File: src/pcs_pkg.sv
// Shared types and constants for the prime count stream block.
// No dependencies; used by prime_count_stream and its port checker.
package pcs_pkg;

  // Running prime count as carried on the result stream
  localparam int COUNT_W = 8;
  typedef logic [COUNT_W-1:0] count_t;

  // Result tdata: is_prime, prime_count, padded to whole bytes
  localparam int M_TDATA_W = ((1 + COUNT_W + 7) / 8) * 8;

endpackage

File: src/prime_count_stream.sv
// Prime count stream: trial-division primality test with a running count per array.
// Depends on pcs_pkg for the count type and result tdata width.
//
// Each request carries one signed value (low VALUE_WIDTH bits of s_axis_tdata) and an
// end-of-array mark on s_axis_tlast. One result comes back per request: its prime flag,
// the number of primes so far in the current array (saturating at MAX_ITEMS, or at 255 if
// MAX_ITEMS is larger) and the end mark on m_axis_tlast. After a last request the count
// restarts at zero. Negative values, zero, one, two, three and even values are settled at
// once. Their result register is loaded from the finish state that follows acceptance,
// and the sequencer then returns to idle for the next request. Other values go through a
// bit-serial restoring divider that takes one quotient bit per cycle, trying each odd
// divisor 3, 5, 7, ... in turn, up to about sqrt(value) / 2 divisors in all. Each divisor
// runs the division steps and then a check of quotient and remainder. Requests are taken
// one at a time. A finished result waits in the output register while the next request
// is accepted and worked on. If that register is still held when the next result is
// ready, the sequencer waits in its final state and no new request is taken.
module prime_count_stream #(
  parameter int MAX_ITEMS   = 128,
  parameter int VALUE_WIDTH = 32
) (
  input  logic                                       clk,
  input  logic                                       rst,
  input  logic                                       s_axis_tvalid,
  output logic                                       s_axis_tready,
  // value [VALUE_WIDTH-1:0], zero padding above
  input  logic [((VALUE_WIDTH + 7) / 8) * 8 - 1:0]   s_axis_tdata,
  input  logic                                       s_axis_tlast,
  output logic                                       m_axis_tvalid,
  input  logic                                       m_axis_tready,
  // is_prime [0], prime_count [8:1], zero padding above
  output logic [pcs_pkg::M_TDATA_W-1:0]              m_axis_tdata,
  output logic                                       m_axis_tlast
);
  import pcs_pkg::*;

  localparam int W        = VALUE_WIDTH;
  localparam int CW       = $clog2(VALUE_WIDTH);
  localparam int CEIL_INT = (MAX_ITEMS < 255) ? MAX_ITEMS : 255;
  localparam count_t COUNT_CEIL = count_t'(CEIL_INT);
  localparam int PAD_W    = M_TDATA_W - 1 - COUNT_W;

  // Sequencer states
  localparam logic [1:0] ST_IDLE   = 2'd0;
  localparam logic [1:0] ST_DIV    = 2'd1;
  localparam logic [1:0] ST_CHECK  = 2'd2;
  localparam logic [1:0] ST_FINISH = 2'd3;

  logic [1:0]    state;
  logic [W-1:0]  value;      // value under test
  logic [W-1:0]  dividend;   // shifted out MSB first into the divider
  logic [W-1:0]  rem;
  logic [W-1:0]  quo;
  logic [W-1:0]  divisor;
  logic [CW-1:0] bit_cnt;
  logic          last;
  logic          prime;
  count_t        count;
  logic          out_prime;
  count_t        out_count;
  logic          out_last;
  logic          out_valid;

  logic [W-1:0]  value_in;
  logic [W:0]    trial;
  logic          trial_fits;
  count_t        count_next;
  logic          out_free;

  assign value_in   = s_axis_tdata[W-1:0];
  assign trial      = {rem, dividend[W-1]};
  assign trial_fits = trial >= {1'b0, divisor};
  assign count_next = (prime && (count < COUNT_CEIL)) ? count + count_t'(1) : count;
  assign out_free   = !out_valid || m_axis_tready;

  assign s_axis_tready = (state == ST_IDLE);
  assign m_axis_tvalid = out_valid;
  assign m_axis_tdata  = {{PAD_W{1'b0}}, out_count, out_prime};
  assign m_axis_tlast  = out_last;

  // Sequence one request: screen, divide per trial divisor, then report
  always_ff @(posedge clk) begin
    if (rst) begin
      state     <= ST_IDLE;
      count     <= '0;
      out_valid <= 1'b0;
    end else begin
      // Load a finished result, else drop the one that has been taken
      if ((state == ST_FINISH) && out_free) begin
        out_valid <= 1'b1;
      end else if (m_axis_tready) begin
        out_valid <= 1'b0;
      end
      unique case (state)
        ST_IDLE: begin
          if (s_axis_tvalid) begin
            value    <= value_in;
            last     <= s_axis_tlast;
            dividend <= value_in;
            rem      <= '0;
            divisor  <= W'(3);
            bit_cnt  <= CW'(W - 1);
            // Negative, below two, two or three, even: decided at once
            priority if (value_in[W-1]) begin
              prime <= 1'b0;
              state <= ST_FINISH;
            end else if ((value_in >> 1) == '0) begin
              prime <= 1'b0;
              state <= ST_FINISH;
            end else if ((value_in >> 2) == '0) begin
              prime <= 1'b1;
              state <= ST_FINISH;
            end else if (!value_in[0]) begin
              prime <= 1'b0;
              state <= ST_FINISH;
            end else begin
              state <= ST_DIV;
            end
          end
        end
        ST_DIV: begin
          // One restoring division step per cycle
          if (trial_fits) begin
            rem <= W'(trial - {1'b0, divisor});
          end else begin
            rem <= trial[W-1:0];
          end
          quo      <= {quo[W-2:0], trial_fits};
          dividend <= dividend << 1;
          if (bit_cnt == '0) begin
            state <= ST_CHECK;
          end else begin
            bit_cnt <= bit_cnt - CW'(1);
          end
        end
        ST_CHECK: begin
          // Divisor beyond the square root: prime; exact division: composite
          priority if (quo < divisor) begin
            prime <= 1'b1;
            state <= ST_FINISH;
          end else if (rem == '0) begin
            prime <= 1'b0;
            state <= ST_FINISH;
          end else begin
            divisor  <= divisor + W'(2);
            dividend <= value;
            rem      <= '0;
            bit_cnt  <= CW'(W - 1);
            state    <= ST_DIV;
          end
        end
        ST_FINISH: begin
          // Hold until the output register is free, then report and count
          if (out_free) begin
            out_prime <= prime;
            out_count <= count_next;
            out_last  <= last;
            count     <= last ? '0 : count_next;
            state     <= ST_IDLE;
          end
        end
        default: begin
          state <= ST_IDLE;
        end
      endcase
    end
  end

endmodule

File: config.mk
export PLATFORM = sky130hd
export DESIGN_NAME = prime_count_stream
export DESIGN_NICKNAME = d
export VERILOG_FILES = /design/src/pcs_pkg.sv /design/src/prime_count_stream.sv
export SDC_FILE = /design/constraint.sdc
export NUM_CORES = 1
export LEC_CHECK = 0
export CORE_AREA = 2 2 178 180
export DETAILED_ROUTE_END_ITERATION = 7
export DIE_AREA = 0 0 180 182
export DONT_BUFFER_PORTS = 1
export PLACE_DENSITY = 0.5
export SYNTH_ARGS = -nofsm -noshare
export SYNTH_HDL_FRONTEND = slang
export SYNTH_SLANG_ARGS = --single-unit
File: constraint.sdc
create_clock -name clk -period 12.2 [get_ports clk]
set_clock_uncertainty 0.15 [all_clocks]
set_input_delay 1.22 -clock clk [delete_from_list [all_inputs] [get_ports clk]]
set_output_delay 1.22 -clock clk [all_outputs]
set_load 0.02 [all_outputs]
; ---- After elaboration in Yosys (flattened, before gate mapping)
; Index checks and enable logic that the tools add are counted.
[totals]
reg_bits = 188
input_bits = 37
output_inout_bits = 19
[op_classes]
addsub = 4
magnitude_cmp = 3
eq_ne = 11
n_mux = 40
bitwise_logic = 1
reduce_logical = 21
[ops]
columns = operator, n
row1 = $mux W32, 10
row2 = $pmux W32 S3, 2
row3 = $logic_not A32 Y1, 3
row4 = $pmux W32 S2, 1
row5 = $ge A33 B32 Y1, 1
row6 = $add A32 B2 Y32 const B, 1
row7 = $lt A32 B32 Y1, 1
row8 = $sub A32 B32 Y32, 1
row9 = $mux W5, 4
row10 = $mux W2, 9
row11 = $mux W8, 2
row12 = $pmux W5 S3, 1
row13 = $reduce_and A5 Y1, 3
row14 = $ne A2 B2 Y1 const B, 6
row15 = $mux W1, 9
row16 = $reduce_and A3 Y1, 3
row17 = $add A8 B1 Y8 const B, 1
row18 = $lt A8 B8 Y1 const B, 1
row19 = $pmux W2 S4, 1
row20 = $reduce_and A6 Y1, 1
row21 = $logic_not A5 Y1, 1
row22 = $ne A5 B2 Y1 const B, 1
row23 = $sub A5 B1 Y5 const B, 1
row24 = $eq A2 B2 Y1 const B, 2
row25 = 11 further kinds, 14

; ---- Longest topological paths before layout
; Gate-level depths: netlist of the first run.
[depth]
depth_word = 6
mapped_depth = 14
mapped_depth_nobuf = 11

; ---- Worst setup path before layout of the first run
; OpenSTA, ideal clock, no wires.
[synth_timing]
path_kind = reg-to-reg
start = reg divisor[29]
end = reg dividend[0], enable pin
setup_time_ns = 0.486
arrival_time_ns = 4.657
t_required_ns = 11.564
slack_ns = 6.907
stages_incl_launch_ff = 10
synth_period_minus_slack_ns = 5.293
cell_sequence = edfxtp_1 inv_1 ha_1 nand4_1 or2_2 nor3_1 o311ai_0 a41o_1 and2_1 nor2_1
[synth_via]
elab_chain_cells = 3
[synth_rtl]
columns = element, line_no
row1 = from (decl), prime_count_stream.sv:53  ; logic [W-1:0] divisor;
row2 = from (signal assigned), prime_count_stream.sv:144  ; divisor <= divisor + W'(2);
row3 = $lt A32 B32 Y1, prime_count_stream.sv:137  ; priority if (quo < divisor) begin
row4 = $ne A2 B2 Y1 (no line), -
row5 = $reduce_and A5 Y1 (no line), -
row6 = to (signal assigned), prime_count_stream.sv:98  ; dividend <= value_in;
row7 = to (signal assigned), prime_count_stream.sv:128  ; dividend <= dividend << 1;
row8 = to (signal assigned), prime_count_stream.sv:145  ; dividend <= value;
row9 = to (decl), prime_count_stream.sv:50  ; logic [W-1:0] dividend;
; Every way passes these cells.
; A chain may end at the register's enable or synchronous reset.

; ---- Final worst setup path of the first run
[layout_timing]
start = reg divisor[1]
end = reg rem[26] (data pin)
[layout_via]
elab_chain_cells = 3
elab_cells_between_ends = 4
classes_between = add/sub: 1 / order compare: 1 / mux: 2
[layout_rtl]
columns = element, line_no
row1 = $sub A32 B32 Y32 or $ge A33 B32 Y1 (tied branches), "prime_count_stream.sv:123, prime_count_stream.sv:71"
row2 = $mux W32 *, prime_count_stream.sv:122  ; if (trial_fits) begin
row3 = $pmux W32 S3 *, prime_count_stream.sv:93  ; unique case (state)
row4 = to (signal assigned), prime_count_stream.sv:123  ; rem <= W'(trial - {1'b0, divisor});
row5 = to (signal assigned), prime_count_stream.sv:125  ; rem <= trial[W-1:0];
row6 = to (decl), prime_count_stream.sv:51  ; logic [W-1:0] rem;
; Mark *: on every way between the ends. The rest lies on a longest branch, timed or not.

==> impl_metrics.toml, run 1 <==
[status]
run_status = "complete, no violations"

[job]
drv_cap = 0

[placement]
io_buffers = 0
dp_cells = 1354
gp_congestion = 0.8342
place_hpwl_um = 17330
place_ws_ps = 8385

[pwr]
power_frac_seq_pct = 35.8
p_sw_mw = 1.236
ir_drop_mv = 0.1342
pwr-share-clk_pct = 19.9
leakagePower_nw = 4.216
powerDensity_mw_per_mm2 = 259.7
p_total_mw = 3.015
comb_power_share_pct = 44.2
switching_share_pct = 40.99
internal_power_mw = 1.779

[grt]
overflow = 0
antenna_found_initial = 0
grt_max_degree = 65
grt_first_pass_wirelength_um = 40560
grt_usage_pct = 15.68
grt_pass1_vias = 7423

[final_layout]
n_antenna_cell = 0
multi_input_area_mm2 = 0.004745
fin_nets = 1079
area_growth_pct = 9.425
fillCellCount = 3014
regArea_mm2 = 0.005505
fin_cells = 1386
drive_gt1_share_pct = 5.793

[setup_path]
rr_startpoint = "divisor[1]"
critPathRequiredTime_ps = 12240
path_class = "flop to flop"
r2r_setup_slack_ps = 8380
rr_worst_depth = 11
cp-end-kind = "flop"
cp-start-kind = "flop"
critPathArrivalTime_ps = 3860
r2r_end = "rem[26]"
critPathMaxFanout = 34

[route]
first_iter_violations = 493
drt-total-wl_um = 25110
first_pass_iters = 5
drc_errors = 0
vias = 7380
routed_via_density = 5.325
postRouteAntennaNets = 0
wl_per_cell_um = 18.12

[clock_network]
cts.clk_slew.worst_paths_ps = 80
root_buffer = "clkbuf_16"
cts_resized = 0
cts.sink_count = 187
clock_latency_ps = 450
cts_buffer_depth = 2
ctsHoldBuffers = 0
cts_buffers = 17
tritoncts = "done"
cts_setup_buffers = 0
htreeDepth = 4

[timing]
relSlewSlack_pct = 28.45
fin_crit_ps = 3820
tns_ps = 0
setup_violations = 0
drv_slew = 0
final.period_utilization_pct = 31.31
finalHoldViolCount = 0
grt_setup_unrepaired = "false"
max_freq_mhz = 261.8
worst_pin_slew_ps = 1073
worst_slack_ps = 8380

[logic_synthesis]
synthTopCellsByCount = "edfxtp_1 (176), a21oi_1 (93), nor2_1 (78), ha_1 (70), nand2_1 (67)"
synth.avg_cell_area_um2 = 10.74
yosysTopAreaCell = "edfxtp_1"
synth_top_flop_cell = "edfxtp_1"
synth_area_mm2 = 0.01061
synth_cell_types = 68
ys_ff_latch = 187
yosysMostFrequentCell = "edfxtp_1"
synthCells = 988
ys_warn_count = 0
synth_top_area_share_pct = 49.82
synth-seq-area-share_pct = 51.90
async_flop_share_pct = 0
ys_top_cells_by_area = "edfxtp_1 (50%), ha_1 (8.3%), a21oi_1 (4.4%), xnor2_1 (4.1%), nor2_1 (2.8%)"
synth_edf_count = 176

[hold_path]
min_path_cells = 0
hold_path_end = "quo[10]"
hold_start = "quo[9]"
hold_path_class = "flop to flop"

[floorplanning]
dieHeight_um = 182
fp.dieW_um = 180
start_util_pct = 34.23
std_cell_rows = 65
coreArea_mm2 = 0.03099
io-pin-count = 56
die-area_mm2 = 0.03276
## flip-flops by register name, summed over array words and instances, names as in the netlist, 2 cells and up
| signal | cells |
|---|---|
| dividend | 32 |
| quo | 32 |
| rem | 32 |
| value | 32 |
| divisor | 31 |
| count | 8 |
| out_count | 8 |
| bit_cnt | 5 |
| state | 2 |
## logic make-up after synthesis
family / after synthesis / synth area share, %
simple gates: 327 / 15.50
compound gates: 247 / 15.27
flops: 187 / 51.90
buf+inv: 95 / 3.845
fa+ha+maj: 71 / 8.445
xor+xnor: 57 / 4.706
mux: 3 / 0.2949
other cells: 1 / 0.03535
## power by group through the flow
stage          Clock, mW  Combinational (mW)  Sequential [mW]
3_3_place_gp           0                1.34             1.10
3_5_place_dp           0                1.34             1.09
6_report           0.601                1.33             1.08
5_1_grt            0.638                1.52             1.10
2_1_floorplan          0                1.04             1.06
4_1_cts            0.614                1.34             1.08
## metrics by stage
stage	instance area (µm²)	util [%]	hold WS, ps
after floorplan	10630	-	277.2
after global placement	10980	35.43	301.5
after detailed placement	10980	35.43	296.0
after CTS	11610	37.46	315.8
after global routing	11610	37.46	318.2
final	11610	37.46	312.6
## metal layers
metal	vias to the layer above	wire length [µm]	share of wire (%)	global-route usage, %
met4	0	558	2.2	5.691
met2	146	11630	46	25.09
met5	-	0	0	0
met3	29	1063	4.2	3.369
li1	3652	-	-	-
met1	3553	11850	47	20.94
## cells in the final DEF (no fill, tap or decap), types with 10 or more instances in the layout
master / instances
edfxtp_1: 176
a21oi_1: 93
nor2_1: 75
nand2_1: 67
ha_1: 67
xnor2_1: 50
inv_1: 44
nand3_1: 38
a22oi_1: 36
a21o_1: 33
and2_1: 33
nand4_1: 25
o21ai_0: 24
nor3_1: 18
clkbuf_16: 17
nor4_1: 16
nor2b_1: 11
dfxtp_1: 11
and3_1: 10
## final cells by class
| class | instances | share of cell area (%) |
|---|---|---|
| tap | 402 | 4.333 |
| inverter | 46 | 1.488 |
| clock buffer | 17 | 3.665 |
| multi-input combinational | 712 | 40.88 |
| clock inverter | 15 | 1.757 |
| timing repair buffer | 7 | 0.4527 |
| sequential | 187 | 47.43 |
## critical path, stage by stage (launching register included)
cell,delay (ps)
edfxtp_1,500
inv_1,170
ha_1,270
a21o_1,180
nor2b_1,140
o31ai_1,590
a21oi_1,250
a21oi_1,410
o21a_1,220
inv_2,240
nand2_1,310
o21ai_0,120
## how the worst max path moves through the flow
stage           startpoint     endpoint  slack [ps]  cells past startpoint
5_1_grt         divisor[1]      rem[26]        8120                     11
2_1_floorplan  divisor[29]  dividend[0]        6910                      9
3_3_place_gp    divisor[1]      rem[27]        8390                     11
6_report        divisor[1]      rem[26]        8380                     11
3_5_place_dp    divisor[1]      rem[27]        8380                     11
4_1_cts         divisor[1]      rem[26]        8350                     11
Note: power is estimated with default switching activity, not from simulation.
==> inputs of run 2 (changes only) <==
clock period = 3.9 ns   (was 12.2 ns; I/O delays follow)
==> impl_metrics.toml, run 2 (synthesis gave the netlist of run 1 again) <==
[status]
run_status = "complete, no violations"

[setup_path]
max_stage_delay_ps = 830
critPathArrivalTime_ps = 3640
critPathBufInv = 1
cp-end-kind = "flop"
path_cells = "ha_4, nand4_1, or2_2, nor3_4, o311ai_2, a41o_1, and2_1, nor2_4, buf_12"
path_delay_family = "simple AND/OR/NAND/NOR gates"
path_class = "flop to flop"
cp-start-kind = "flop"
critPathRequiredTime_ps = 3900
critPathMaxFanout = 34
crit_slowest_cell = "nor2_4"

[pwr]
powerDensity_mw_per_mm2 = 781.2
internal_power_mw = 5.572
p_total_mw = 9.458
p_sw_mw = 3.886
leakagePower_nw = 4.455
switching_share_pct = 41.09
ir_drop_mv = 0.3487
pwr-share-clk_pct = 18.3
power_frac_seq_pct = 35.6
comb_power_share_pct = 46.1

[placement]
gp_congestion = 0.7964
place_hpwl_um = 17760
dp_cells = 1370
io_buffers = 0

[job]
drv_cap = 0

[floorplanning]
die-area_mm2 = 0.03276
coreArea_mm2 = 0.03099
dieHeight_um = 182
fp.dieW_um = 180
io-pin-count = 56
start_util_pct = 34.23
std_cell_rows = 65

[clock_network]
cts_buffer_depth = 2
cts.clk_slew.worst_paths_ps = 80
htreeDepth = 4
tritoncts = "done"
root_buffer = "clkbuf_16"
clock_latency_ps = 460
cts_buffers = 17
cts.sink_count = 187

[route]
vias = 7463
routed_via_density = 5.183
postRouteAntennaNets = 0
first_iter_violations = 494
drc_errors = 0
first_pass_iters = 4
wl_per_cell_um = 17.88
drt-total-wl_um = 25740

[timing]
worst_pin_slew_ps = 1126
relSlewSlack_pct = 24.58
setup_violations = 0
fin_crit_ps = 3632
grt_setup_unrepaired = "false"
max_freq_mhz = 275.3
final.period_utilization_pct = 93.13
drv_slew = 0
finalHoldViolCount = 0

[grt]
grt_pass1_vias = 7378
groute.layer.met1.usage_pct = 21.97
grt_max_degree = 67
grtUsageMet2_pct = 25.81
busiest_layer = "met2"
gr-usage-met3_pct = 3.329
grt_usage_pct = 16.05
grt_first_pass_wirelength_um = 41490
overflow = 0
antenna_found_initial = 0

[final_layout]
drive_gt1_share_pct = 7.514
fin_cells = 1440
n_antenna_cell = 0
area_growth_pct = 14.13
fin_nets = 1133
layout_commonest_cell = "edfxtp_1"
final_cell_mix = "edfxtp_1 (176), a21oi_1 (93), nor2_1 (75)"

[hold_path]
hold_path_class = "primary input to flop"
## run 2: cell types whose count changed in the layout (fill, tap and decap cells not counted), sizes merged
cell         change
buf             +19
dlygate4sd3     +35
clkinvlp         -2
clkinv           +4
bufinv           -2
## run 2: final timing paths
kind | from | to | slack [ps] | cells after the start
max | quo[28] | dividend[18] | 270 | 9
min | s_axis_tdata[25] | dividend[25] | 20 | 2
max reg2reg | quo[28] | dividend[18] | 270 | 9
min reg2reg | quo[13] | quo[14] | 310 | 0
## run 2: area by class of cell
cell class | instances | area (µm²)
well taps | 402 | 503.0
multi-input cells | 712 | 4776
fillers | 3009 | 18880
repair buffers | 61 | 570.5
clock inverters | 15 | 153.9
flip-flops and latches | 187 | 5505
clock buffers | 17 | 425.4
inverters | 46 | 172.7
## run 2: power by group through the flow
stage	sequential [mW]	combinational [mW]	clock (mW)
CTS	3.37	4.38	1.77
global placement	3.42	4.33	0
global route	3.43	4.92	1.84
detailed placement	3.41	4.32	0
floorplan	3.29	3.27	0
finish	3.36	4.36	1.73
## run 2: worst reg2reg max path, delay by kind of cell, from the launching register on
family / cells / cell delay [ps]
and+or+nand+nor: 5 / 1680
DFF: 1 / 460
AOI/OAI and AO/OA: 2 / 420
adders and majority gates: 1 / 310
buffers and inverters: 1 / 310
## run 2: layer usage
layer  wire, µm  share of wire (%)
met5          0                  0
met4        377                1.5
met3        909                3.5
met2      12040                 47
met1      12410                 48
## run 2: what timing repair did
| action | CTS | global route |
|---|---|---|
| hold buffers | 35 | 0 |
| hold endpoints to repair | 44 | 0 |
| setup endpoints to repair | 47 | 48 |
| resized for setup | 2 | 5 |
| setup buffers | 0 | 3 |
| pin swaps | 1 | 3 |
## run 2: per-stage QoR
step	instance area [µm²]	setup WS [ps]	utilization (%)	hold WS [ps]	TNS, ps
after floorplan	10640	372.9	-	277.2	0
final	12110	268.0	39.07	17.62	0
after CTS	12060	52.02	38.91	1.713	0
after detailed placement	11120	-126.3	35.90	290.9	-5477
after global routing	12110	19.53	39.07	5.295	0
after global placement	11120	-12.32	35.90	291.6	-334.4
